`src/sv/ipudp_pkg.sv`:
```
`default_nettype none
package ipudp_pkg;

    // Header field constants
    localparam logic [7:0]  IP_VER_IHL   = 8'h45;
    localparam logic [7:0]  IP_TTL       = 8'hff;
    localparam logic [7:0]  IP_PROTO_UDP = 8'h11;
    localparam logic [15:0] IP_HDR_LEN   = 16'd20;
    localparam logic [15:0] UDP_HDR_LEN  = 16'd8;

    // Header word positions
    localparam logic [2:0] W_VER_LEN   = 3'd0;
    localparam logic [2:0] W_ID_FRAG   = 3'd1;
    localparam logic [2:0] W_TTL_CSUM  = 3'd2;
    localparam logic [2:0] W_SRC_IP    = 3'd3;
    localparam logic [2:0] W_DST_IP    = 3'd4;
    localparam logic [2:0] W_PORTS     = 3'd5;
    localparam logic [2:0] W_UDP_LCSUM = 3'd6;

    // Byte count codes
    localparam logic [1:0] BC_NONE = 2'd0;
    localparam logic [1:0] BC_ONE  = 2'd1;

    // Configuration register indexes
    localparam logic CFG_SOURCE_IP   = 1'b0;
    localparam logic CFG_SOURCE_PORT = 1'b1;

    // Datagram queue geometry
    localparam int Q_DEPTH = 4;
    localparam int QPTR_W  = $clog2(Q_DEPTH);

    // One finished datagram, handed from front to back
    typedef struct packed {
        logic [31:0] dest_ip;
        logic [15:0] dest_port;
        logic [15:0] payload_sum;
        logic [15:0] payload_bytes;
        logic        oversize;
    } t_desc;

    typedef struct packed {
        logic full;
        logic empty;
    } t_q_status;

    typedef enum logic [2:0] {
        B_IDLE,
        B_SUM1,
        B_SUM2,
        B_FOLD,
        B_EMIT
    } t_back_state;

endpackage
`default_nettype wire

```
`src/sv/ipudp_front.sv`:
```
`default_nettype none
module ipudp_front
    import ipudp_pkg::*;
#(
    parameter int unsigned MAX_PAYLOAD_BYTES = 1472
) (
    input  wire logic        i_clk,
    input  wire logic        i_rst_n,
    input  wire logic        i_accept,
    input  wire logic [31:0] i_dest_ip,
    input  wire logic [15:0] i_dest_port,
    input  wire logic [15:0] i_payload_word,
    input  wire logic [1:0]  i_byte_count,
    input  wire logic        i_last_word,
    output logic             o_push,
    output t_desc            o_desc
);

    logic        r_in_dg;
    logic [15:0] r_sum;
    logic [15:0] r_bytes;
    logic [31:0] r_dest_ip;
    logic [15:0] r_dest_port;
    logic        r_over;

    logic        first;
    logic [15:0] base_sum;
    logic [15:0] base_bytes;
    logic        base_over;
    logic [1:0]  cnt_eff;
    logic [15:0] word_eff;
    logic [16:0] grow;
    logic        add_en;
    logic [16:0] sum_raw;
    logic [15:0] n_sum;
    logic [15:0] n_bytes;
    logic        n_over;

    // Start of a datagram restarts sum, count and flag from zero
    always_comb begin
        first      = !r_in_dg;
        base_sum   = first ? 16'd0 : r_sum;
        base_bytes = first ? 16'd0 : r_bytes;
        base_over  = first ? 1'b0  : r_over;
    end

    // Byte count clean-up: three counts as two, one keeps the high byte only
    always_comb begin
        case (i_byte_count)
            BC_NONE: cnt_eff = 2'd0;
            BC_ONE:  cnt_eff = 2'd1;
            default: cnt_eff = 2'd2;
        endcase
        word_eff = (i_byte_count == BC_ONE) ? {i_payload_word[15:8], 8'h00}
                                            : i_payload_word;
    end

    // Length check and end-around-carry accumulate
    always_comb begin
        grow    = {1'b0, base_bytes} + {15'd0, cnt_eff};
        n_over  = base_over
                  || ((cnt_eff != 2'd0) && (grow > 17'(MAX_PAYLOAD_BYTES)));
        add_en  = (cnt_eff != 2'd0) && !n_over;
        sum_raw = {1'b0, base_sum} + {1'b0, word_eff};
        n_sum   = add_en ? (sum_raw[15:0] + {15'd0, sum_raw[16]}) : base_sum;
        n_bytes = add_en ? grow[15:0] : base_bytes;
    end

    always_ff @(posedge i_clk) begin
        if (!i_rst_n) begin
            r_in_dg <= 1'b0;
        end else if (i_accept) begin
            r_in_dg <= !i_last_word;
        end
    end

    always_ff @(posedge i_clk) begin
        if (i_accept) begin
            r_sum   <= n_sum;
            r_bytes <= n_bytes;
            r_over  <= n_over;
            if (first) begin
                r_dest_ip   <= i_dest_ip;
                r_dest_port <= i_dest_port;
            end
        end
    end

    // Hand the finished datagram to the queue on its last word
    always_comb begin
        o_push                = i_accept && i_last_word;
        o_desc.dest_ip        = first ? i_dest_ip : r_dest_ip;
        o_desc.dest_port      = first ? i_dest_port : r_dest_port;
        o_desc.payload_sum    = n_sum;
        o_desc.payload_bytes  = n_bytes;
        o_desc.oversize       = n_over;
    end

endmodule
`default_nettype wire

```
`src/sv/ipudp_queue.sv`:
```
`default_nettype none
module ipudp_queue
    import ipudp_pkg::*;
(
    input  wire logic  i_clk,
    input  wire logic  i_rst_n,
    input  wire logic  i_push,
    input  t_desc      i_desc,
    input  wire logic  i_pop,
    output t_desc      o_desc,
    output t_q_status  o_status
);

    t_desc              r_mem [Q_DEPTH];
    logic [QPTR_W-1:0]  r_wr_ptr;
    logic [QPTR_W-1:0]  r_rd_ptr;
    logic [QPTR_W:0]    r_count;

    logic do_push;
    logic do_pop;

    always_comb begin
        o_status.full  = (r_count == (QPTR_W+1)'(Q_DEPTH));
        o_status.empty = (r_count == '0);
        do_push        = i_push && !o_status.full;
        do_pop         = i_pop && !o_status.empty;
        o_desc         = r_mem[r_rd_ptr];
    end

    // Pointers and fill count
    always_ff @(posedge i_clk) begin
        if (!i_rst_n) begin
            r_wr_ptr <= '0;
            r_rd_ptr <= '0;
            r_count  <= '0;
        end else begin
            if (do_push) begin
                r_wr_ptr <= r_wr_ptr + 1'b1;
            end
            if (do_pop) begin
                r_rd_ptr <= r_rd_ptr + 1'b1;
            end
            case ({do_push, do_pop})
                2'b10:   r_count <= r_count + 1'b1;
                2'b01:   r_count <= r_count - 1'b1;
                default: r_count <= r_count;
            endcase
        end
    end

    // Storage
    always_ff @(posedge i_clk) begin
        if (do_push) begin
            r_mem[r_wr_ptr] <= i_desc;
        end
    end

endmodule
`default_nettype wire

```
`src/sv/ipudp_back.sv`:
```
`default_nettype none
module ipudp_back
    import ipudp_pkg::*;
(
    input  wire logic        i_clk,
    input  wire logic        i_rst_n,
    input  wire logic [31:0] i_source_ip,
    input  wire logic [15:0] i_source_port,
    input  t_desc            i_desc,
    input  t_q_status        i_q_status,
    output logic             o_pop,
    input  wire logic        i_stall,
    output logic             o_valid,
    output logic [31:0]      o_header_word,
    output logic [2:0]       o_word_index,
    output logic             o_final_word,
    output logic             o_dropped
);

    t_back_state r_state;
    t_back_state n_state;

    t_desc       r_d;
    logic [15:0] r_tot_len;
    logic [15:0] r_udp_len;
    logic [18:0] r_ip_a;
    logic [16:0] r_ip_b;
    logic [18:0] r_udp_a;
    logic [18:0] r_udp_b;
    logic [19:0] r_ip_s;
    logic [19:0] r_udp_s;
    logic [15:0] r_ip_csum;
    logic [15:0] r_udp_csum;
    logic [2:0]  r_idx;

    logic        r_out_valid;
    logic [31:0] r_out_word;
    logic [2:0]  r_out_index;
    logic        r_out_final;
    logic        r_out_dropped;

    logic        out_load;
    logic        emit;
    logic        emit_last;
    logic [31:0] cur_word;
    logic [16:0] ip_f1;
    logic [16:0] udp_f1;

    assign out_load = !r_out_valid || !i_stall;

    // Next state
    always_comb begin
        n_state = r_state;
        case (r_state)
            B_IDLE: begin
                if (!i_q_status.empty) begin
                    n_state = i_desc.oversize ? B_EMIT : B_SUM1;
                end
            end
            B_SUM1: n_state = B_SUM2;
            B_SUM2: n_state = B_FOLD;
            B_FOLD: n_state = B_EMIT;
            B_EMIT: begin
                if (out_load && emit_last) begin
                    n_state = B_IDLE;
                end
            end
            default: n_state = B_IDLE;
        endcase
    end

    // State outputs and header word select
    always_comb begin
        o_pop     = (r_state == B_IDLE) && !i_q_status.empty;
        emit      = (r_state == B_EMIT) && out_load;
        emit_last = r_d.oversize || (r_idx == W_UDP_LCSUM);
        case (r_idx)
            W_VER_LEN:   cur_word = {IP_VER_IHL, 8'h00, r_tot_len};
            W_ID_FRAG:   cur_word = 32'd0;
            W_TTL_CSUM:  cur_word = {IP_TTL, IP_PROTO_UDP, r_ip_csum};
            W_SRC_IP:    cur_word = i_source_ip;
            W_DST_IP:    cur_word = r_d.dest_ip;
            W_PORTS:     cur_word = {i_source_port, r_d.dest_port};
            W_UDP_LCSUM: cur_word = {r_udp_len, r_udp_csum};
            default:     cur_word = 32'd0;
        endcase
    end

    always_ff @(posedge i_clk) begin
        if (!i_rst_n) begin
            r_state <= B_IDLE;
        end else begin
            r_state <= n_state;
        end
    end

    // Datagram capture and word counter
    always_ff @(posedge i_clk) begin
        if (o_pop) begin
            r_d       <= i_desc;
            r_tot_len <= i_desc.payload_bytes + IP_HDR_LEN + UDP_HDR_LEN;
            r_udp_len <= i_desc.payload_bytes + UDP_HDR_LEN;
            r_idx     <= W_VER_LEN;
        end else if (emit) begin
            r_idx <= r_idx + 3'd1;
        end
    end

    // Checksum pipeline: partial sums, totals, fold and invert
    always_comb begin
        ip_f1  = {1'b0, r_ip_s[15:0]} + {13'd0, r_ip_s[19:16]};
        udp_f1 = {1'b0, r_udp_s[15:0]} + {13'd0, r_udp_s[19:16]};
    end

    always_ff @(posedge i_clk) begin
        r_ip_a  <= 19'({8'd0, IP_VER_IHL, 8'h00}) + 19'({IP_TTL, IP_PROTO_UDP})
                   + 19'(r_tot_len) + 19'(i_source_ip[31:16])
                   + 19'(i_source_ip[15:0]);
        r_ip_b  <= 17'(r_d.dest_ip[31:16]) + 17'(r_d.dest_ip[15:0]);
        r_udp_a <= 19'(i_source_ip[31:16]) + 19'(i_source_ip[15:0])
                   + 19'(r_d.dest_ip[31:16]) + 19'(r_d.dest_ip[15:0])
                   + 19'(IP_PROTO_UDP);
        r_udp_b <= 19'(r_udp_len) + 19'(r_udp_len) + 19'(i_source_port)
                   + 19'(r_d.dest_port) + 19'(r_d.payload_sum);
        r_ip_s     <= 20'(r_ip_a) + 20'(r_ip_b);
        r_udp_s    <= 20'(r_udp_a) + 20'(r_udp_b);
        r_ip_csum  <= ~(ip_f1[15:0] + {15'd0, ip_f1[16]});
        r_udp_csum <= ~(udp_f1[15:0] + {15'd0, udp_f1[16]});
    end

    // Output register
    always_ff @(posedge i_clk) begin
        if (!i_rst_n) begin
            r_out_valid <= 1'b0;
        end else if (out_load) begin
            r_out_valid <= emit;
        end
    end

    always_ff @(posedge i_clk) begin
        if (emit) begin
            r_out_word    <= r_d.oversize ? 32'd0 : cur_word;
            r_out_index   <= r_d.oversize ? W_VER_LEN : r_idx;
            r_out_final   <= emit_last;
            r_out_dropped <= r_d.oversize;
        end
    end

    assign o_valid       = r_out_valid;
    assign o_header_word = r_out_word;
    assign o_word_index  = r_out_index;
    assign o_final_word  = r_out_final;
    assign o_dropped     = r_out_dropped;

endmodule
`default_nettype wire

```
`src/sv/ipv4_udp_header_generator.sv`:
```
// Input: one payload word per cycle while o_stall is low; a datagram's last word enters
// a 4-deep queue. Output: once the back end is free, the first header word follows the
// last word's transfer, then one word per cycle while i_stall is low (7 words, or a
// single dropped result). The back end runs a fetch, 3 checksum stages and the words.
// Synchronous active-low reset clears the config registers, queue and control state.
`default_nettype none
module ipv4_udp_header_generator
    import ipudp_pkg::*;
#(
    parameter int unsigned MAX_PAYLOAD_BYTES = 1472
) (
    input  wire logic        i_clk,
    input  wire logic        i_rst_n,
    // Configuration write
    input  wire logic        i_cfg_valid,
    output logic             o_cfg_ready,
    input  wire logic        i_cfg_index,
    input  wire logic [31:0] i_cfg_data,
    // Payload in
    input  wire logic        i_valid,
    output logic             o_stall,
    input  wire logic [31:0] i_dest_ip,
    input  wire logic [15:0] i_dest_port,
    input  wire logic [15:0] i_payload_word,
    input  wire logic [1:0]  i_byte_count,
    input  wire logic        i_last_word,
    // Header out
    output logic             o_valid,
    input  wire logic        i_stall,
    output logic [31:0]      o_header_word,
    output logic [2:0]       o_word_index,
    output logic             o_final_word,
    output logic             o_dropped
);

    logic [31:0] r_source_ip;
    logic [15:0] r_source_port;

    logic        in_accept;
    logic        push;
    logic        pop;
    t_desc       front_desc;
    t_desc       q_desc;
    t_q_status   q_status;

    // Config registers
    assign o_cfg_ready = 1'b1;

    always_ff @(posedge i_clk) begin
        if (!i_rst_n) begin
            r_source_ip   <= 32'd0;
            r_source_port <= 16'd0;
        end else if (i_cfg_valid && o_cfg_ready) begin
            case (i_cfg_index)
                CFG_SOURCE_IP:   r_source_ip   <= i_cfg_data;
                CFG_SOURCE_PORT: r_source_port <= i_cfg_data[15:0];
                default:         r_source_ip   <= r_source_ip;
            endcase
        end
    end

    // Input transfer when the queue has room
    assign o_stall   = q_status.full;
    assign in_accept = i_valid && !o_stall;

    ipudp_front #(
        .MAX_PAYLOAD_BYTES(MAX_PAYLOAD_BYTES)
    ) u_front (
        .i_clk          (i_clk),
        .i_rst_n        (i_rst_n),
        .i_accept       (in_accept),
        .i_dest_ip      (i_dest_ip),
        .i_dest_port    (i_dest_port),
        .i_payload_word (i_payload_word),
        .i_byte_count   (i_byte_count),
        .i_last_word    (i_last_word),
        .o_push         (push),
        .o_desc         (front_desc)
    );

    ipudp_queue u_queue (
        .i_clk    (i_clk),
        .i_rst_n  (i_rst_n),
        .i_push   (push),
        .i_desc   (front_desc),
        .i_pop    (pop),
        .o_desc   (q_desc),
        .o_status (q_status)
    );

    ipudp_back u_back (
        .i_clk         (i_clk),
        .i_rst_n       (i_rst_n),
        .i_source_ip   (r_source_ip),
        .i_source_port (r_source_port),
        .i_desc        (q_desc),
        .i_q_status    (q_status),
        .o_pop         (pop),
        .i_stall       (i_stall),
        .o_valid       (o_valid),
        .o_header_word (o_header_word),
        .o_word_index  (o_word_index),
        .o_final_word  (o_final_word),
        .o_dropped     (o_dropped)
    );

endmodule
`default_nettype wire

```
`config.mk`:
```
export PLATFORM = sky130hd
export DESIGN_NAME = ipv4_udp_header_generator
export DESIGN_NICKNAME = d
export VERILOG_FILES = /design/src/sv/ipudp_pkg.sv /design/src/sv/ipudp_front.sv /design/src/sv/ipudp_queue.sv /design/src/sv/ipudp_back.sv /design/src/sv/ipv4_udp_header_generator.sv
export SDC_FILE = /design/constraint.sdc
export NUM_CORES = 1
export LEC_CHECK = 0
export ABC_AREA = 1
export ABC_CLOCK_PERIOD_IN_PS = 11500
export BUFFER_PORTS_ARGS = -buffer_cell sky130_fd_sc_hd__buf_2
export CORE_MARGIN = 8
export CORE_UTILIZATION = 45
export DETAILED_ROUTE_END_ITERATION = 10
export SETUP_SLACK_MARGIN = 0.5
export SKIP_LAST_GASP = 1
export SYNTH_ARGS = -nofsm -noshare
export SYNTH_HDL_FRONTEND = slang
export SYNTH_SLANG_ARGS = --single-unit
export TNS_END_PERCENT = 20
```
`constraint.sdc`:
```
create_clock -name i_clk -period 11.5 [get_ports i_clk]
set_input_delay 1.725 -clock i_clk [delete_from_list [all_inputs] [get_ports i_clk]]
set_output_delay 1.725 -clock i_clk [all_outputs]
set_load 0.02 [all_outputs]
```
==> run metrics, run 1 <==
status=finished, final reports clean; Tmin final=between 4 and 5 ns; Synth Flop Type=edfxtp_1; maximum clock rate=0.206 GHz; worst path bufs/invs=1; FF+latch count, synth=748; Overflow after GRT=0; share of layout cells above drive strength 1=9.34%; final WL=100 mm; H-tree depth=3; Mapped Avg Cell Area=just over 10 um^2; Max clock buf depth=3; area grow syn2layout=12.4%; Reg area=0.0204 mm^2; Routed wire per std cell=about 20 um; Final Non-Filler Cells=about 5000; # nets final=between 4000 and 5000; sequential cell area fraction in the yosys report=55.0%; cell taking the most area after synthesis=edfxtp_1; Yosys cell types=50; first drt pass iteration count=6; cell mode on critical path=nand2_1; Tot Pwr=0.0132 W; starting density of the core=45.2%; clk_skew=between 0.03 and 0.04 ns; worst setup path category=in -> reg; # IOs=between 100 and 150; synth cell count leaders=nand2_1 (647), edfxtp_1 (537), inv_1 (376); post-CTS setup buffers=0; post-route antenna net violation count=0; Final Cell Area=approximately 0.042 mm^2; Clk pin slew, worst setup/hold paths=about 0.060 ns; CP arrival=roughly 5.3 ns; placed cell area=around 0.039 mm^2; fillers=~7400; antenna violations before repair=4; vias per cell=approximately 5.4; FFs w/ async S/R, synth=0%; RSZ-0062 raised after global routing=false; GRT Overall Usage=between 20% and 30%; synth warn=0; Via Count=between 20000 and 30000; Power per Cell Area=roughly 320 mW/mm^2; number of synthesized flops with an enable pin=about 540; Slew Limit Fails=0; # Max-Cap Violations=0; leakage=between 15 and 20 nW; clock sinks=~750; Cells after Synth=around 3600; dominant cell by count in the synthesized netlist=nand2_1; relative slew slack=about a quarter; area of the multi-input gates=around 0.015 mm^2; Crit path max-delay family=simple AND/OR/NAND/NOR gates; Num CTS Buffers=80; synth top area cells=edfxtp_1 (44%), dfxtp_1 (11%), nand2_1 (6.6%); CP startpoint kind=primary input; period utilisation layout=a little over two fifths; CORE AREA=between 0.08 and 0.09 mm^2; Cells after DPL=4758; CP Cell Sequence=buf_2, nor2_1, nor2_1, ha_1, nand2_1, nor2_1, nand2_1, nand3_1, nand2_1, nand2_1, nand3_1, nand2_1, ha_1, nand2_1, nor2_1, nand3_1, nor2_1, nand3_1, nor3_2, nand2_1, nand2_1, nand2_1, o21ai_1; Least-Margin Pin Slew=about 1.1 ns; Setup TNS=0 ns; total die area=0.0916 mm^2; die height=~300 um; CP max FO=9; Placer Congestion=~0.94; Crit. End Element=flip-flop; Hold Buf Count CTS=0; post-cts gate resize count=0; HPWL Detailed=73.8 mm; Hold Path Class=reg -> reg; floorplan row count=between 100 and 150; largest stage delay on the critical path=around 0.53 ns; Max VDD drop=approximately 0.00017 V; Post-Syn Nets=~4000; DRC=0; CTS tree=done; Synth top area share=between 40% and 50%; PortBufs=~140; Skew-Pair Late Insertion Delay=about 0.65 ns; Mapped Area=about 0.037 mm^2; Initial DRC Count=about 2300; Fin. Hold Viols=0; slowest cell on the critical path=nor2_1; Final Core Density=50.9%; clock root buffer=clkbuf_16; final setup fails=0; largest net degree at the start of global routing=85; DIE WIDTH=between 300 and 400 um; global-route wire length before repair=about 150 mm; WP data required=between 10 and 15 ns; vias in the first global route=25500
[metal layers]
| metal | track usage, % | vias up | wire [um] |
|---|---|---|---|
| li1 | - | 12800 | - |
| met1 | 29.3 | 12600 | 44000 |
| met2 | 33.6 | 821 | 44500 |
| met3 | 4.15 | 217 | 7570 |
| met4 | 9.02 | 2 | 4310 |
| met5 | 0 | - | 9 |
[flip-flops by register name (all words and copies together) (netlist names), 3 cells and up, named ones only]
register / flops
u_back.r_idx: 3
u_back.r_udp_csum: 16
u_back.r_udp_len: 14
u_queue.r_mem: 324
u_back.r_state: 3
r_source_port: 16
u_back.r_ip_b: 17
u_back.r_udp_a: 19
u_back.r_d: 65
u_front.r_dest_ip: 32
u_back.r_ip_s: 20
u_back.o_header_word: 32
u_front.r_dest_port: 16
u_queue.r_count: 3
u_back.r_udp_s: 20
u_back.o_word_index: 3
u_front.r_sum: 16
u_back.r_ip_csum: 16
u_back.r_udp_b: 19
u_back.r_ip_a: 19
u_back.r_tot_len: 16
u_front.r_bytes: 16
r_source_ip: 32
[per-stage QoR]
stage	setup WS, ns	hold WS [ns]
3_5_place_dp	5.96	0.448
4_1_cts	6.63	0.462
2_1_floorplan	1.26	0.420
5_1_grt	6.08	0.471
6_report	6.64	0.460
3_3_place_gp	6.01	0.440
[worst min-delay path, cell delays in order, from the launching register on]
cell	delay [ns]
dfxtp_1	0.30
inv_1	0.06
a21oi_1	0.07
[logic make-up after synthesis]
group                      after synthesis  share of synthesized area, %
xor gates and xnor gates               183                          4.34
buffers and inverters                  483                          5.02
DFF                                    748                          55.0
adders and majority gates              257                          10.2
AOI/OAI and AO/OA                      673                          10.2
muxes                                   48                          1.46
and+or+nand+nor                       1235                          13.7
other                                    1                        0.0101
[power by group]
part	internal, W	total [W]	switching, W
sequential	0.00384	0.00443	0.000593
clock	0.00158	0.00266	0.00108
combinational	0.00216	0.00611	0.00395
total	0.00758	0.0132	0.00563
[layout make-up]
cell class / count / area share (%)
antenna: 2 / 0.0120
sequential: 748 / 49.0
clock inverter: 48 / 1.44
clock buffer: 99 / 5.21
timing repair buffer: 162 / 2.06
inverter: 381 / 3.45
multi-input combinational: 2397 / 35.6
tap: 1070 / 3.22
[layout by cell type (no fill, tap or decap), types with 12 or more instances in the layout]
master,count
fa_1,73
edfxtp_1,537
buf_2,143
inv_1,374
clkbuf_16,82
clkbuf_1,12
nand2_1,647
o21ai_0,276
clkinv_2,14
xnor2_1,52
mux2_2,48
nor3_1,32
a221oi_1,27
ha_1,184
nand4_1,48
dfxtp_1,208
xor2_1,131
nand3_1,147
buf_4,19
a31oi_1,30
o21ai_1,19
nor2_1,327
o22ai_1,76
clkinv_1,13
a21oi_1,189
[final timing paths]
kind,endpoint,from,cells past startpoint,slack [ns]
worst max-delay path,u_front.r_sum[11]$_DFFE_PP_,i_byte_count[1],23,6.64
worst min-delay path,flip-flop,u_queue.r_rd_ptr[1]$_SDFFE_PN0P_,2,0.46
worst max register to register,u_back.r_udp_a[17]$_DFF_P_,r_source_ip[0]$_SDFFE_PN0P_,19,6.94
worst min register to register,flip-flop,u_queue.r_rd_ptr[1]$_SDFFE_PN0P_,2,0.46
Power figures use the tool's default switching activity.
==> run 2, diff against run 1 <==
--- a/config.mk
+++ b/config.mk
@@ -6,7 +6,7 @@
 export NUM_CORES = 1
 export LEC_CHECK = 0
 export ABC_AREA = 1
-export ABC_CLOCK_PERIOD_IN_PS = 11500
+export ABC_CLOCK_PERIOD_IN_PS = 4600
 export BUFFER_PORTS_ARGS = -buffer_cell sky130_fd_sc_hd__buf_2
 export CORE_MARGIN = 8
 export CORE_UTILIZATION = 45
==> constraint.sdc (replaced) <==
create_clock -name i_clk -period 4.6 [get_ports i_clk]
set_input_delay 0.69 -clock i_clk [delete_from_list [all_inputs] [get_ports i_clk]]
set_output_delay 0.69 -clock i_clk [all_outputs]
set_load 0.02 [all_outputs]
==> run metrics, run 2 (same netlist as run 1, synthesis figures left out) <==
status=finished, final reports clean; Crit. End Element=flip-flop; Hold Buf Count CTS=0; clk_skew=between 0.03 and 0.04 ns; period utilisation layout=roughly 87%; Num CTS Buffers=80; # IOs=~150; Power per Cell Area=a little under 800 mW/mm^2; final antenna diode count=0; H-tree depth=3; WP data required=approximately 5.1 ns; worst setup path category=reg -> reg; Final Worst Setup Slack=between 0.6 and 0.7 ns; largest registers=u_queue.r_mem (324), u_back.r_d (65); vias per cell=about 5.4; Placer Congestion=roughly 0.95; global-route wire length before repair=approximately 150 mm; Slew Limit Fails=0; # Max-Cap Violations=0; antenna violations before repair=4; starting density of the core=approximately 45%; Fin. Hold Viols=0; Initial DRC Count=roughly 2100; total die area=0.0916 mm^2; largest net degree at the start of global routing=82; RSZ-0062 raised after global routing=true; CP max FO=5; PortBufs=approximately 140; GRT Overall Usage=21.4%; DIE WIDTH=303 um; clock root buffer=clkbuf_16; CP startpoint kind=flip-flop; most common cell after layout, fill and taps aside=nand2_1; die height=a little over 300 um; Hold Path Class=in -> reg; Least-Margin Pin Slew=0.975 ns; Max VDD drop=roughly 0.00048 V; Via Count=around 27000; DRC=0; post-route antenna net violation count=0; Max clock buf depth=3; final setup fails=0; HPWL Detailed=~74 mm; Setup TNS=0 ns; CTS tree=done; Largest register FFs=324; relative slew slack=a little over a third; leakage=about 17 nW; most frequent cells in the layout=nand2_1 (645), edfxtp_1 (537), inv_1 (373); largest reg by FF count=u_queue.r_mem; vias in the first global route=between 20000 and 30000; Tmin final=3.99 ns; Overflow after GRT=0; DP Worst Slack=between 0.3 and 0.4 ns; Routed wire per std cell=around 20 um; share of layout cells above drive strength 1=about a tenth; first drt pass iteration count=6; CORE AREA=about 0.082 mm^2; final WL=between 90 and 100 mm; CP arrival=about 4.5 ns; clock sinks=around 750; # nets final=just over 4000; Clk pin slew, worst setup/hold paths=roughly 0.060 ns; Skew-Pair Late Insertion Delay=about 0.64 ns; maximum clock rate=around 0.25 GHz; floorplan row count=105; area grow syn2layout=12.8%
==> run 2: final cells by class <==
cell class | instances | area, um^2
clock buffers | 100 | 2130
clock inverters | 41 | 494
fillers | 7449 | 40000
inverters | 381 | 1450
multi-input cells | 2397 | 14900
flip-flops and latches | 748 | 20400
well taps | 1070 | 1340
repair buffers | 178 | 1030
==> run 2: path summary, 6_finish.rpt <==
kind                                              startpoint                      endpoint  slack, ns  cells after the start
worst max-delay path            r_source_ip[16]$_SDFFE_PN0P_    u_back.r_udp_a[12]$_DFF_P_       0.61                     17
worst min register to register      u_back.r_ip_a[0]$_DFF_P_      u_back.r_ip_s[0]$_DFF_P_       0.45                      1
worst max register to register  r_source_ip[16]$_SDFFE_PN0P_    u_back.r_udp_a[12]$_DFF_P_       0.61                     17
worst min-delay path                             i_last_word  u_front.r_in_dg$_SDFFE_PN0P_       0.26                      2
==> run 2: metal layers <==
layer | share of wire, % | global-route usage, % | routed length (um)
met5 | 0.027 | 0 | 27
met4 | 3.7 | 8.04 | 3650
met3 | 6.4 | 3.04 | 6410
met2 | 45 | 33.6 | 44500
met1 | 45 | 30.2 | 45200
==> run 2: report_power, final <==
part | switching (W) | internal, W
clock network | 0.00270 | 0.00371
registers | 0.00151 | 0.00960
logic | 0.00984 | 0.00564
==> run 2: timing repair <==
item                                    4_1_cts  5_1_grt
pin swaps                                     0        4
buffers inserted                              0        3
endpoints found under the hold margin         0        0
resized for setup                             3       22
endpoints found under the setup margin        6       45
==> run 2: worst max-delay path: stages (launching register included) <==
cell      delay, ns
dfxtp_1        0.35
ha_2           0.20
fa_1           0.40
nand3_1        0.12
nand2_2        0.09
a21oi_1        0.13
nor2_1         0.05
nor2_1         0.11
xor2_1         0.16
inv_1          0.07
fa_1           0.44
ha_1           0.31
ha_1           0.38
nand2_1        0.07
o21ai_0        0.33
a21boi_0       0.22
o21ai_0        0.27
xor2_1         0.18
==> run 2: through the flow <==
stage	instances	power, W	instance area [um^2]	util [%]	hold WS (ns)
floorplan	3628	0.0216	37000	-	0.420
global placement	4771	0.0264	38900	47.7	0.432
detailed placement	4771	0.0264	38900	47.7	0.433
CTS	4912	0.0329	41600	50.9	0.211
global route	4915	0.0354	41700	51.0	0.233
finish	4915	0.0330	41700	51.0	0.256
